[config.mk]
export PLATFORM = sky130hd
export DESIGN_NAME = ordered_list_insert_delete_core
export DESIGN_NICKNAME = d
export VERILOG_FILES = /design/src/rtl/olid_pkg.sv /design/src/rtl/olid_cell.sv /design/src/rtl/olid_dec.sv /design/src/rtl/ordered_list_insert_delete_core.sv
export VERILOG_INCLUDE_DIRS = /design/src /design/src/rtl
export SDC_FILE = /design/constraint.sdc
export NUM_CORES = 1
export LEC_CHECK = 0
export BUFFER_PORTS_ARGS = -buffer_cell sky130_fd_sc_hd__buf_4
export CORE_MARGIN = 5
export CORE_UTILIZATION = 60
export DETAILED_ROUTE_END_ITERATION = 10
export PLACE_DENSITY = 0.77
export SLEW_MARGIN = 20
export SYNTH_ARGS = -nofsm -noshare
export SYNTH_HDL_FRONTEND = slang
export SYNTH_HIERARCHICAL = 1
export SYNTH_SLANG_ARGS = --single-unit
export TNS_END_PERCENT = 10
[constraint.sdc]
create_clock -name i_clk -period 5.3 [get_ports i_clk]
set_input_delay 0.53 -clock i_clk [delete_from_list [all_inputs] [get_ports i_clk]]
set_output_delay 0.53 -clock i_clk [all_outputs]
set_load 0.05 [all_outputs]
[src/rtl/ordered_list_insert_delete_core_macros.svh]
// Assertion macros for the core RTL file, which checks its own logic.
`ifndef ORDERED_LIST_INSERT_DELETE_CORE_MACROS_SVH
`define ORDERED_LIST_INSERT_DELETE_CORE_MACROS_SVH

// When the condition holds in a cycle, the consequence holds in the same cycle.
`define OLID_ASSERT_SAME(label, clk, rst_n, cond, cons) \
    label: assert property (@(posedge clk) disable iff (!rst_n) (cond) |-> (cons)) \
        else $error("assertion failed");

// When the condition holds in a cycle, the consequence holds in the next cycle.
`define OLID_ASSERT_NEXT(label, clk, rst_n, cond, cons) \
    label: assert property (@(posedge clk) disable iff (!rst_n) (cond) |=> (cons)) \
        else $error("assertion failed");

`endif

[src/rtl/olid_pkg.sv]
package olid_pkg;

    // Number of cells in the list.
    localparam int DEPTH = 16;
    // Count holds 0..DEPTH, a cell index holds 0..DEPTH-1.
    localparam int CNT_W = $clog2(DEPTH + 1);
    localparam int IDX_W = $clog2(DEPTH);
    // Fixed field widths of the ports.
    localparam int POS_W = 5;
    localparam int DATA_W = 32;
    // Width in which position and count are compared.
    localparam int CMP_W = (CNT_W > POS_W) ? CNT_W : POS_W;

    typedef enum logic [1:0] {
        OP_INS_FRONT = 2'd0,
        OP_DEL_FRONT = 2'd1,
        OP_DEL_BACK  = 2'd2,
        OP_DEL_POS   = 2'd3
    } t_op;

    typedef enum logic [1:0] {
        ST_OK     = 2'd0,
        ST_EMPTY  = 2'd1,
        ST_FULL   = 2'd2,
        ST_BADPOS = 2'd3
    } t_status;

    // Shift command broadcast to every cell.
    typedef struct packed {
        logic             ins;
        logic             del;
        logic [IDX_W-1:0] idx;
    } t_cmd;

endpackage

[src/rtl/olid_cell.sv]
module olid_cell (
    input  logic                         i_clk,
    input  olid_pkg::t_cmd               i_cmd,
    input  logic [olid_pkg::IDX_W-1:0]   i_index,
    input  logic signed [olid_pkg::DATA_W-1:0] i_prev,
    input  logic signed [olid_pkg::DATA_W-1:0] i_next,
    output logic signed [olid_pkg::DATA_W-1:0] o_value
);
    import olid_pkg::*;

    logic signed [DATA_W-1:0] r_value;
    logic signed [DATA_W-1:0] n_value;

    // An insert shifts every entry one cell back; a delete pulls the entries
    // at and behind the removed one a cell forward.
    always_comb begin
        n_value = r_value;
        if (i_cmd.ins) begin
            n_value = i_prev;
        end else if (i_cmd.del && (i_index >= i_cmd.idx)) begin
            n_value = i_next;
        end
    end

    always_ff @(posedge i_clk) begin
        r_value <= n_value;
    end

    assign o_value = r_value;

endmodule

[src/rtl/olid_dec.sv]
module olid_dec (
    input  olid_pkg::t_op                i_op,
    input  logic [olid_pkg::POS_W-1:0]   i_position,
    input  logic [olid_pkg::CNT_W-1:0]   i_count,
    output olid_pkg::t_cmd               o_cmd,
    output olid_pkg::t_status            o_status,
    output logic [olid_pkg::CNT_W-1:0]   o_count
);
    import olid_pkg::*;

    logic [CMP_W-1:0] w_pos;
    logic [CMP_W-1:0] w_cnt;
    logic [IDX_W-1:0] w_last;

    assign w_pos  = CMP_W'(i_position);
    assign w_cnt  = CMP_W'(i_count);
    assign w_last = IDX_W'(i_count - CNT_W'(1));

    // Check the operation against the fill level, pick the cell to remove or flag an insert, and give the new count.
    always_comb begin
        o_cmd    = '0;
        o_status = ST_OK;
        o_count  = i_count;
        if (i_op == OP_INS_FRONT) begin
            if (i_count >= CNT_W'(DEPTH)) begin
                o_status = ST_FULL;
            end else begin
                o_cmd.ins = 1'b1;
                o_count   = i_count + CNT_W'(1);
            end
        end else if (i_count == '0) begin
            o_status = ST_EMPTY;
        end else begin
            case (i_op)
                OP_DEL_FRONT: begin
                    o_cmd.del = 1'b1;
                    o_cmd.idx = '0;
                end
                OP_DEL_BACK: begin
                    o_cmd.del = 1'b1;
                    o_cmd.idx = w_last;
                end
                default: begin
                    if ((w_pos == '0) || (w_pos > w_cnt)) begin
                        o_status = ST_BADPOS;
                    end else begin
                        o_cmd.del = 1'b1;
                        o_cmd.idx = IDX_W'(w_pos - CMP_W'(1));
                    end
                end
            endcase
            if (o_cmd.del) begin
                o_count = i_count - CNT_W'(1);
            end
        end
    end

endmodule

[src/rtl/ordered_list_insert_delete_core.sv]
// Ordered list of signed 32-bit values kept front first in a row of cells.
// Input channel: i_in_valid / o_in_stall carry one beat of op, value and
// position. Output channel: o_out_valid / i_out_stall carry one beat of
// status, removed value and count after the operation, one per input beat.
// Every operation is settled in the cycle it is accepted: all cells shift in
// parallel, so the result beat appears in the cycle after the input beat and a
// new beat can be accepted in every cycle, one item per cycle sustained, unless
// the receiver stalls a held result. The rate is set by the single output
// register: the input is stalled only while a result beat is held there and
// the receiver stalls, and a held beat keeps its value until it is taken.
// A synchronous active-low reset empties the list and drops any pending
// result; the cell contents are not cleared, as only cells below the count
// are ever read. A failed operation leaves the list unchanged and returns a
// status of empty, full or bad position with a removed value of zero.
`include "ordered_list_insert_delete_core_macros.svh"

module ordered_list_insert_delete_core (
    input  logic                                i_clk,
    input  logic                                i_rst_n,
    input  logic                                i_in_valid,
    output logic                                o_in_stall,
    input  logic [1:0]                          i_op,
    input  logic signed [olid_pkg::DATA_W-1:0]  i_value,
    input  logic [olid_pkg::POS_W-1:0]          i_position,
    output logic                                o_out_valid,
    input  logic                                i_out_stall,
    output logic [1:0]                          o_status,
    output logic signed [olid_pkg::DATA_W-1:0]  o_removed_value,
    output logic [olid_pkg::POS_W-1:0]          o_count
);
    import olid_pkg::*;

    logic                     r_out_valid;
    logic                     n_out_valid;
    logic [CNT_W-1:0]         r_cnt;
    logic [CNT_W-1:0]         n_cnt;
    t_status                  r_status;
    logic signed [DATA_W-1:0] r_removed;

    logic                     w_accept;
    t_cmd                     w_cmd;
    t_cmd                     w_cell_cmd;
    t_status                  w_status;
    logic signed [DATA_W-1:0] w_removed;
    logic signed [DATA_W-1:0] w_val [DEPTH];
    logic [CMP_W-1:0]         w_cnt_ext;

    // Handshake: take a beat unless a held result is stalled.
    assign o_in_stall = r_out_valid && i_out_stall;
    assign w_accept   = i_in_valid && !o_in_stall;

    olid_dec u_dec (
        .i_op       (t_op'(i_op)),
        .i_position (i_position),
        .i_count    (r_cnt),
        .o_cmd      (w_cmd),
        .o_status   (w_status),
        .o_count    (n_cnt)
    );

    // Cells move only on an accepted beat.
    assign w_cell_cmd = w_accept ? w_cmd : '0;

    // Row of cells; each takes from its front or back neighbor.
    for (genvar g = 0; g < DEPTH; g++) begin : g_cell
        logic signed [DATA_W-1:0] w_prev;
        logic signed [DATA_W-1:0] w_next;
        if (g == 0) begin : g_first
            assign w_prev = i_value;
        end else begin : g_mid
            assign w_prev = w_val[g-1];
        end
        if (g == DEPTH - 1) begin : g_last
            assign w_next = w_val[g];
        end else begin : g_inner
            assign w_next = w_val[g+1];
        end
        olid_cell u_cell (
            .i_clk   (i_clk),
            .i_cmd   (w_cell_cmd),
            .i_index (IDX_W'(g)),
            .i_prev  (w_prev),
            .i_next  (w_next),
            .o_value (w_val[g])
        );
    end

    // Pick the value leaving the list; zero when nothing is removed.
    always_comb begin
        w_removed = '0;
        for (int k = 0; k < DEPTH; k++) begin
            if (w_cmd.del && (w_cmd.idx == IDX_W'(k))) begin
                w_removed = w_val[k];
            end
        end
    end

    // Output register and count.
    always_comb begin
        n_out_valid = r_out_valid;
        if (w_accept) begin
            n_out_valid = 1'b1;
        end else if (!i_out_stall) begin
            n_out_valid = 1'b0;
        end
    end

    always_ff @(posedge i_clk) begin
        if (!i_rst_n) begin
            r_out_valid <= 1'b0;
            r_cnt       <= '0;
        end else begin
            r_out_valid <= n_out_valid;
            if (w_accept) begin
                r_cnt <= n_cnt;
            end
        end
    end

    always_ff @(posedge i_clk) begin
        if (w_accept) begin
            r_status  <= w_status;
            r_removed <= w_removed;
        end
    end

    assign w_cnt_ext       = CMP_W'(r_cnt);
    assign o_out_valid     = r_out_valid;
    assign o_status        = r_status;
    assign o_removed_value = r_removed;
    assign o_count         = w_cnt_ext[POS_W-1:0];

    // Self checks.
    `OLID_ASSERT_SAME(a_cnt_bound, i_clk, i_rst_n, 1'b1, r_cnt <= CNT_W'(DEPTH))
    `OLID_ASSERT_NEXT(a_ins_grows, i_clk, i_rst_n, w_accept && w_cmd.ins, r_cnt == $past(r_cnt) + CNT_W'(1))
    `OLID_ASSERT_NEXT(a_fail_keeps, i_clk, i_rst_n, w_accept && (w_status != ST_OK), $stable(r_cnt))
    `OLID_ASSERT_SAME(a_fail_zero, i_clk, i_rst_n, r_out_valid && (r_status != ST_OK), r_removed == '0)

endmodule

Word-level counts from Yosys, hierarchy flattened
Cells that the tools add are included.
{"block": "op_classes", "addsub": 3, "n_mul": 0, "n_div": 0, "order_cmp": 17, "eq_ne": 20, "n_shift": 0, "n_mux": 66, "bitwise": 0, "n_reduce_logical": 57}
{"operator": "$mux 32", "n": 46}
{"operator": "$mux 5", "n": 9}
{"operator": "$logic_and 1x1->1", "n": 33}
{"operator": "$eq 4x4->1 const B", "n": 8}
{"operator": "$reduce_bool 2->1", "n": 16}
{"operator": "$ge 4x4->1 const A", "n": 7}
{"operator": "$eq 4x3->1 const B", "n": 4}
{"operator": "$ge 3x4->1 const A", "n": 4}
{"operator": "$logic_not 5->1", "n": 2}
{"operator": "$mux 2", "n": 5}
{"operator": "$pmux 5 s2", "n": 1}
{"operator": "$eq 4x2->1 const B", "n": 2}
{"operator": "$ge 1x4->1 const A", "n": 2}
{"operator": "$ge 2x4->1 const A", "n": 2}
{"operator": "$mux 6", "n": 1}
{"operator": "$add 5x1->5 const B", "n": 1}
{"operator": "$ge 5x5->1 const B", "n": 1}
{"operator": "$gt 5x5->1", "n": 1}
{"operator": "$sub 5x1->5 const B", "n": 1}
{"operator": "$eq 4x1->1 const B", "n": 1}
{"operator": "$logic_not 4->1", "n": 1}
{"operator": "$mux 1", "n": 4}
{"operator": "$ne 2x1->1 const B", "n": 2}
{"operator": "$reduce_and 4->1", "n": 1}
{"operator": "8 further kinds", "n": 8}
{"block": "word_totals", "ff_bits": 552, "latch_bits": 0, "ramBits": 0, "romBits": 0, "in_bits": 43, "elab_cells": 183, "n_memories": 0}

Longest topological paths before layout
Gate-level depths: netlist of run 1.
{"block": "depth", "word_depth": 26, "mapped_depth": 18}

Cells and area by module
The synthesis of run 1 kept the hierarchy.
{"module": "olid_cell", "n_inst": 16, "cells_each": 81, "area_per_inst_um2": 1599.0, "seq_area_each_um2": 960.9}
{"module": "ordered_list_insert_delete_core", "n_inst": 1, "cells_each": 842, "area_per_inst_um2": 6082.1, "seq_area_each_um2": 1141.1}
{"module": "olid_dec", "n_inst": 1, "cells_each": 83, "area_per_inst_um2": 571.8, "seq_area_each_um2": 0.0}

Worst setup path after synthesis of run 1
OpenSTA, ideal clock, no wires.
{"block": "synth_timing", "path_type": "reg2reg", "from": "register r_cnt[2] (netlist: o_count[2])", "to": "register g_cell[6].u_cell.r_value[0] (enable)", "setup_ns": 0.388, "t_arrival_ns": 4.511, "required_ns": 4.912, "slack_ns": 0.401, "path_stages_with_launch": 19, "path_buffers": 5, "path_cell_list": "dfxtp_1 -> buf_2 -> inv_1 -> ha_1 -> nand3_1 -> nor3_1 -> a21oi_1 -> o32a_1 -> nor2_1 -> buf_2 -> clkbuf_1 -> clkbuf_1 -> clkbuf_1 -> and2_1 -> inv_1 -> ha_1 -> o211ai_1 -> o21ai_0 -> a21o_1"}
{"item": "start: declaration", "line": "ordered_list_insert_delete_core.sv:35", "rtl": "logic [CNT_W-1:0] r_cnt;"}
{"item": "start signal: assignment", "line": "ordered_list_insert_delete_core.sv:115", "rtl": "r_cnt <= n_cnt;"}
{"item": "end signal: assignment", "line": "olid_cell.sv:26", "rtl": "r_value <= n_value;"}
{"item": "end: declaration", "line": "olid_cell.sv:11", "rtl": "logic signed [DATA_W-1:0] r_value;"}

==> summary.md, run 1 <==
| Metric | Value |
|---|---|
| Compound-cell area share of the yosys netlist | 10.6% |
| Post-DRT Antenna Nets | 0 |
| Max-slew violations | 0 |
| 1st-iter DRT viols | ~3300 |
| Number of global-route vias before repair | ~21000 |
| Number of synthesized register bits | 552 |
| Mapped Area | about 0.032 mm² |
| H-tree depth | 2 |
| Register area share after synthesis | about half |
| Crit path launch type | flip-flop |
| FF-to-FF setup slack | 0.35 ns |
| Clock Latency Late Sink | 0.64 ns |
| Share of layout cells above drive strength 1 | 33.0% |
| Worst Hold Class | in2reg |
| CTS tree | yes |
| Mux cell area share after synthesis | 23.9% |
| Worst path required time | 5.67 ns |
| Die area | 0.0585 mm² |
| DR WL/cell | 29.3 µm |
| GP Congestion | 0.996 |
| Post-DP HPWL | 59100 µm |
| Worst setup margin | roughly 0.35 ns |
| Crit Path Class | reg2reg |
| Post CTS Setup Buffer Count | 0 |
| Run status | finished clean |
| Initial antenna violation count | 4 |
| Synth async-reset ratio | 0% |
| Port Buf Inserts | 83 |
| Std-Cell Rows | 85 |
| Post-synth EDFFs | ~550 |
| P per Cell Area | 323 mW/mm² |
| Post-CTS Hold Fix Bufs | 0 |
| XOR/XNOR share of the synthesized area | less than 1% |
| Static leakage | 13.3 nW |
| Root buf cell | clkbuf_16 |
| Synth cell types | 78 |
| Relative slew slack | slightly above 20% |
| CP peak stage delay | 0.96 ns |
| Area delta synth->final | 9.06% |
| Multi-input gate area | 0.0142 mm² |
| Reg area | about 0.017 mm² |
| Worst ir drop on vdd | 0.264 mV |
| Final min period | 4.95 ns |
| Cts repair resizes | 0 |
| Fin. Hold Viols | 0 |
| Crit path arrival time | between 5 and 6 ns |
| CTS Buf Count | 59 |
| Top-Level Pins | 84 |
| Slowest-stage cell, CP | and3b_1 |
| Total core area | 0.0535 mm² |
| Die height | 242 µm |
| Post-synthesis simple-gate area fraction | 5.53% |
| DR vias | 21300 |
| Clock sinks | 552 |
| Worst-path cell chain | inv_1 > ha_1 > nand3_1 > nor3_1 > a21oi_1 > o32a_1 > nor2_4 > buf_4 > and3b_1 > nand3_1 > o22a_1 > a31oi_1 > a21oi_1 |
| RSZ-0062 raised after global routing | false |
| Routed WL | approximately 91000 µm |
| Crit share post-route | 93.3% |
| Die X | 242 µm |
| ANT cells | 0 |
| Final setup fails | 0 |
| Clk slew on worst S/H paths | 0.07 ns |
| Post-place setup slack | 0.508 ns |
| # fillers | 3730 |
| GR Util All Layers | 29.6% |
| Skew final | 0.0183 ns |
| Drt drc | 0 |
| Max frequency | 202 MHz |
| # nets final | 2468 |
| Largest net degree at the start of global routing | between 100 and 150 |
| Synth Warn # | 6 |
| Largest family of logic cells by synthesized area | multiplexers |
| First-pass GRT wire length | about 130000 µm |
| Total grt overflow | 0 |
| Synthesized area per cell | 14.5 µm² |
| Initial Utilization | 60.3% |
| Worst-Margin Slew | 1.19 ns |
| Main synth FF type | edfxtp_1 |
| Worst-path fanout max | 27 |
| Adder-Cell Fraction of Synth Area | 2.87% |
| Max Cap Violations | 0 |
| Worst-case clock buffer depth | 3 |
| Router iterations before antenna repair | 9 |
| Setup_tns | 0 ns |
| CP Capture Type | flip-flop |
| Syn Inst Count | 2221 |
| Hold_ws | between 0.1 and 0.15 ns |
| Vias per inst | between 6 and 7 |
-- logic make-up (layout without fill, tap and decap cells) --
family,count (synthesis),after routing
and+or+nand+nor,326,326
xor gates and xnor gates,5,5
buffers and inverters,235,351
AOI/OAI and AO/OA,496,496
other,2,64
DFF,552,552
muxes,531,531
adders and majority gates,74,74
-- per-layer routing --
metal / vias to the layer above / track usage, % / wire length, µm
li1: 8906 / - / -
met1: 10600 / 40.9 / 34900
met2: 1555 / 44.6 / 39500
met3: 291 / 9.31 / 12600
met4: 8 / 10.7 / 3750
met5: - / 0 / 56
-- cell type report --
| cell class | instances | share of cell area [%] |
|---|---|---|
| repair buffers | 162 | 4.10 |
| well taps | 696 | 2.48 |
| multi-input cells | 1496 | 40.3 |
| clock inverters | 37 | 0.883 |
| clock buffers | 72 | 4.40 |
| inverters | 80 | 0.854 |
| flip-flops and latches | 552 | 47.0 |
-- cells in the mapped netlist (all sizes together), types with 10 or more instances --
master	n	area share, %
a21oi	89	1.4
nor2	56	0.65
edfxtp	546	51
nor3	18	0.33
a31oi	34	0.66
o22ai	36	0.70
mux2	522	24
a211o	11	0.30
inv	79	0.92
o21ai	102	1.6
o21a	21	0.49
nand3	17	0.26
buf	96	4.1
ha	74	2.9
nor3b	18	0.43
o211ai	22	0.51
a221o	21	0.65
nand2	70	0.82
a21o	24	0.56
a22o	19	0.52
a22oi	17	0.41
a2bb2oi	16	0.45
and3	56	1.1
nor2b	23	0.45
a211oi	10	0.23
nor4	15	0.29
clkbuf	59	0.69
-- report_power, final --
group	leakage [nW]	internal [W]	switching, W
registers	5.11	0.00524	0.000295
logic	7.26	0.000774	0.000978
clock network	0.891	0.00230	0.00176
-- sequential cells by signal (all words and copies together) (netlist names) --
name,count
o_count,5
o_status,2
o_out_valid,1
g_cell.u_cell/o_value,512
o_removed_value,32
-- critical path: cells and delay by family, from the launching register on --
family | cells | cell delay (ns)
AO/OA/AOI/OAI | 5 | 1.07
adder cells (fa/ha/maj) | 1 | 0.33
buffers and inverters | 2 | 0.43
flip-flops | 1 | 0.47
AND/OR/NAND/NOR | 5 | 2.37
-- metrics by stage --
step	util [%]	power [W]	cells	area [µm²]
floorplan	-	0.00672	2283	32500
finish	65.7	0.0113	3095	35200
global placement	62.2	0.00723	2986	33300
detailed placement	62.3	0.00730	2986	33300
global route	65.7	0.0117	3095	35200
CTS	65.7	0.0113	3095	35200
-- placed cells by master (no fill, tap or decap), drive strengths merged, types with 15 or more instances in the layout --
master,n
nor3b,18
a22o,19
nor2b,23
o21ai,102
a31oi,34
nand3,17
a221o,21
o22ai,36
nor3,18
clkbuf,72
inv,80
ha,74
a21oi,89
a21o,24
buf,162
nor2,56
o211ai,22
edfxtp,546
mux2,522
clkinv,28
and3,56
nor4,15
a2bb2oi,16
nand2,70
conb,64
o21a,21
a22oi,17
-- path summary, 6_finish.rpt --
check,startpoint,depth (start not counted),to
max,o_count[1],13,o_removed_value[10]
min reg2reg,g_cell[0].u_cell/o_value[9],1,g_cell[1].u_cell/o_value[9]
min,i_in_valid,2,o_out_valid
max reg2reg,o_count[1],13,o_removed_value[10]
No activity file was read; power rests on OpenSTA's default activity.
==> run 2: changes to the inputs <==
--- a/config.mk
+++ b/config.mk
@@ -7,13 +7,11 @@
 export NUM_CORES = 1
 export LEC_CHECK = 0
 export BUFFER_PORTS_ARGS = -buffer_cell sky130_fd_sc_hd__buf_4
-export CORE_MARGIN = 5
-export CORE_UTILIZATION = 60
+export CORE_UTILIZATION = 50
 export DETAILED_ROUTE_END_ITERATION = 10
-export PLACE_DENSITY = 0.77
+export PLACE_DENSITY = 0.66
 export SLEW_MARGIN = 20
 export SYNTH_ARGS = -nofsm -noshare
 export SYNTH_HDL_FRONTEND = slang
-export SYNTH_HIERARCHICAL = 1
 export SYNTH_SLANG_ARGS = --single-unit
 export TNS_END_PERCENT = 10
==> summary.md, run 2 <==
| Metric | Value |
|---|---|
| Share of layout cells above drive strength 1 | 9.33% (-24 points) |
| Worst-path fanout max | 32 (+19%) |
| Number of synthesized register bits | 552 (unchanged) |
| Worst-Margin Slew | 1.14 ns (-0.0509 ns) |
| 1st-iter DRT viols | 3261 (+0.061%) |
| Clock Latency Late Sink | 0.64 ns (about the same) |
| Hold_ws | 0.136 ns (+0.0130 ns) |
| Max Cap Violations | 0 (unchanged) |
| Worst Hold Class | in2reg |
| Final min period | 4.07 ns (-0.880 ns) |
| Crit path arrival time | 4.34 ns (-0.98 ns) |
| GP Congestion | 0.936 (-6.0%) |
| CP peak stage delay | 0.67 ns (-0.29 ns) |
| Worst-case clock buffer depth | 3 (unchanged) |
| Post-Syn Nets | 2880 |
| Router iterations before antenna repair | 6 (-3) |
| Synth async-reset ratio | 0% (unchanged) |
| RSZ-0062 raised after global routing | false |
| Crit Path Class | reg2reg |
| Setup_tns | 0 ns (unchanged) |
| DR WL/cell | 21.9 µm (-25%) |
| Comb power frac | 18.4% (+3.0 points) |
| CTS Buf Count | 58 (-1.7%) |
| Slowest-stage cell, CP | nor2_1 |
| GR Util All Layers | 27.9% (-1.7 points) |
| Synthesized area per cell | 9.62 µm² (-34%) |
| Skew final | 0.0345 ns (+0.0162 ns) |
| Die X | 235 µm (-2.7%) |
| Commonest non-fill, non-tap cell in the layout | nand2_1 |
| Max layer used | met4 |
| Post-DRT Antenna Nets | 0 (unchanged) |
| Die height | 235 µm (-2.7%) |
| Met2 Wirelength | 32300 µm (-18%) |
| ANT cells | 0 (unchanged) |
| CTS tree | yes |
| Synth cell types | 78 (unchanged) |
| Main synth FF type | edfxtp_1 |
| Total power | 0.0129 W (+14%) |
| Post-CTS Hold Fix Bufs | 0 (unchanged) |
| Clock Power Share | 32.8% (-3.0 points) |
| Crit path launch type | flip-flop |
| DR vias | 21600 (+1.1%) |
| First-pass GRT wire length | 120000 µm (-10%) |
| Post-route insts no fill | 3580 (+16%) |
| Final setup fails | 0 (unchanged) |
| Worst reg2reg path depth | 10 (-3) |
| Synth cell count leaders | 1482 x nand2_1, 546 x edfxtp_1, 125 x clkbuf_1 |
| Mapped Area | 0.0272 mm² (-16%) |
| Most common cell in the netlist | nand2_1 |
| Commonest non-fill, non-tap cells in the layout | 1482 x nand2_1, 546 x edfxtp_1, 134 x buf_4 |
| Start point of the critical path | o_count[2] |
| Root buf cell | clkbuf_16 |
| Synth Warn # | 0 (-6) |
| Max frequency | 246 MHz (+22%) |
| Total core area | 0.0538 mm² (+0.60%) |
| RR Startpoint | o_count[2] |
| Total grt overflow | 0 (unchanged) |
| Die area | 0.0554 mm² (-5.3%) |
| Run status | finished clean |
| Port Buf Inserts | 83 (unchanged) |
| Delay-heaviest family, CP | compound AO/OA/AOI/OAI gates |
| Met3 WL | 9370 µm (-26%) |
| H-tree depth | 2 (unchanged) |
| Leading area contributor after synthesis | edfxtp_1 |
| Max reg flops | 512 (unchanged) |
| CP bufs+invs | 2 (unchanged) |
| Post CTS Setup Buffer Count | 0 (unchanged) |
| Metal1 wirelength | 35100 µm (+0.57%) |
| Register area share after synthesis | 60.7% (+9.5 points) |
| Min-Delay Endpoint | o_out_valid |
| Clk slew on worst S/H paths | 0.06 ns (about the same) |
| Sequential Power Share | 48.7% (about the same) |
| Largest net degree at the start of global routing | 234 (+110%) |
| Max-slew violations | 0 (unchanged) |
| CP Capture Type | flip-flop |
| Top cells by area, synth | edfxtp_1 60%, nand2_1 20%, o22ai_1 2.1% |
| # fillers | 4699 (+26%) |
| Switching pwr | 0.00396 W (+31%) |
| Post-DP HPWL | 50300 µm (-15%) |
| Worst ir drop on vdd | 0.281 mV (+6.5%) |
| Initial antenna violation count | 0 (-4) |
| Synth top area share | 60.3% (+9.4 points) |
| Post-synth EDFFs | 546 (unchanged) |
| Std-Cell Rows | 85 (unchanged) |
| Crit share post-route | 76.7% (-17 points) |
| Worst-path cell chain | inv_1 > ha_1 > nand4_1 > o21ai_0 > o31a_2 > nor2_1 > nand2_1 > o21ai_4 > a41o_1 > buf_4 |
| Cts repair resizes | 0 (unchanged) |
| Hold path depth | 2 (unchanged) |
| P per Cell Area | 424 mW/mm² (+31%) |
| Worst path required time | 5.57 ns (-0.10 ns) |
| Syn Inst Count | 2827 (+27%) |
| Top-Level Pins | 84 (unchanged) |
| # nets final | 2891 (+17%) |
| Sw Ratio | 30.6% (+3.9 points) |
| Initial Utilization | 50.6% (-9.7 points) |
| Fin. Hold Viols | 0 (unchanged) |
| Relative slew slack | 23.8% (+3.4 points) |
| Number of global-route vias before repair | 19700 (-6.2%) |
| Area delta synth->final | 12.1% |
| Static leakage | 12.2 nW (-8.1%) |
| FF-to-FF setup slack | 1.23 ns (+0.88 ns) |
| Routed WL | 78300 µm (-14%) |
| FF-to-FF End | g_cell[12].u_cell.o_value[21] |
| Dpl cells | 3474 (+16%) |
| Clock sinks | 552 (unchanged) |
| Vias per inst | 6.03 (-13%) |
| Drt drc | 0 (unchanged) |
| Pint | 0.00897 W (+7.8%) |
| Min-Delay Startpoint | i_in_valid |
run 2: cell count changes in the layout (fill, tap and decap cells not counted), moves of 55 or more:
cell,before,now
conb_1,64,0
ha_1,74,10
inv_1,79,13
mux2_2,58,1
mux2_4,464,0
nand2_1,70,1482
o21ai_0,100,24
o22ai_1,36,91
run 2: metrics by stage:
stage               setup WS, ns  instance area (µm²)  util, %
floorplan                -0.0402                27200        -
global placement            1.17                28500     53.0
detailed placement          1.07                28500     53.0
CTS                         1.30                30500     56.7
global route               0.939                30500     56.7
finish                      1.23                30500     56.7
run 2: worst reg2reg max path, delay by kind of cell, from the launching register on:
kind | cells | cell delay, ns
simple gates | 3 | 1.09
flops | 1 | 0.58
buf+inv | 2 | 0.62
compound gates | 4 | 1.11
fa+ha+maj | 1 | 0.31
run 2: power by group through the flow:
stage,combinational [W],clock [W],sequential (W)
after CTS,0.00235,0.00431,0.00628
final,0.00238,0.00425,0.00630
after detailed placement,0.00235,0,0.00636
after global placement,0.00229,0,0.00634
after floorplan,0.00142,0,0.00633
after global routing,0.00257,0.00447,0.00636
run 2: worst max-delay path by stage:
stage,to,slack [ns],depth (start not counted)
global route,o_removed_value[19],0.94,10
floorplan,g_cell[2].u_cell.o_value[0],-0.04,10
CTS,o_removed_value[19],1.30,10
finish,g_cell[12].u_cell.o_value[21],1.23,10
global placement,o_removed_value[7],1.17,11
detailed placement,o_removed_value[7],1.07,11
run 2: routing by layer:
metal	GRT usage, %	up-vias
li1	-	9948
met1	44.7	10200
met2	38.2	1290
met3	6.07	121
met4	6.54	0
met5	0	-
run 2: cell families after synthesis:
group | synth area share (%)
XOR/XNOR | 0.161
multiplexers | 0.129
buffers and inverters | 3.10
AND/OR/NAND/NOR | 23.7
flip-flops | 60.7
adder cells (fa/ha/maj) | 0.460
AO/OA/AOI/OAI | 11.7
run 2: cell type report:
type                    instances  area, µm²  area share [%]
flip-flops and latches        552      16500            54.2
multi-input cells            2074      10000            32.9
clock buffers                  67       1490            4.87
repair buffers                136       1050            3.43
well taps                     696        871            2.86
clock inverters                39        474            1.56
inverters                      16       67.6           0.222
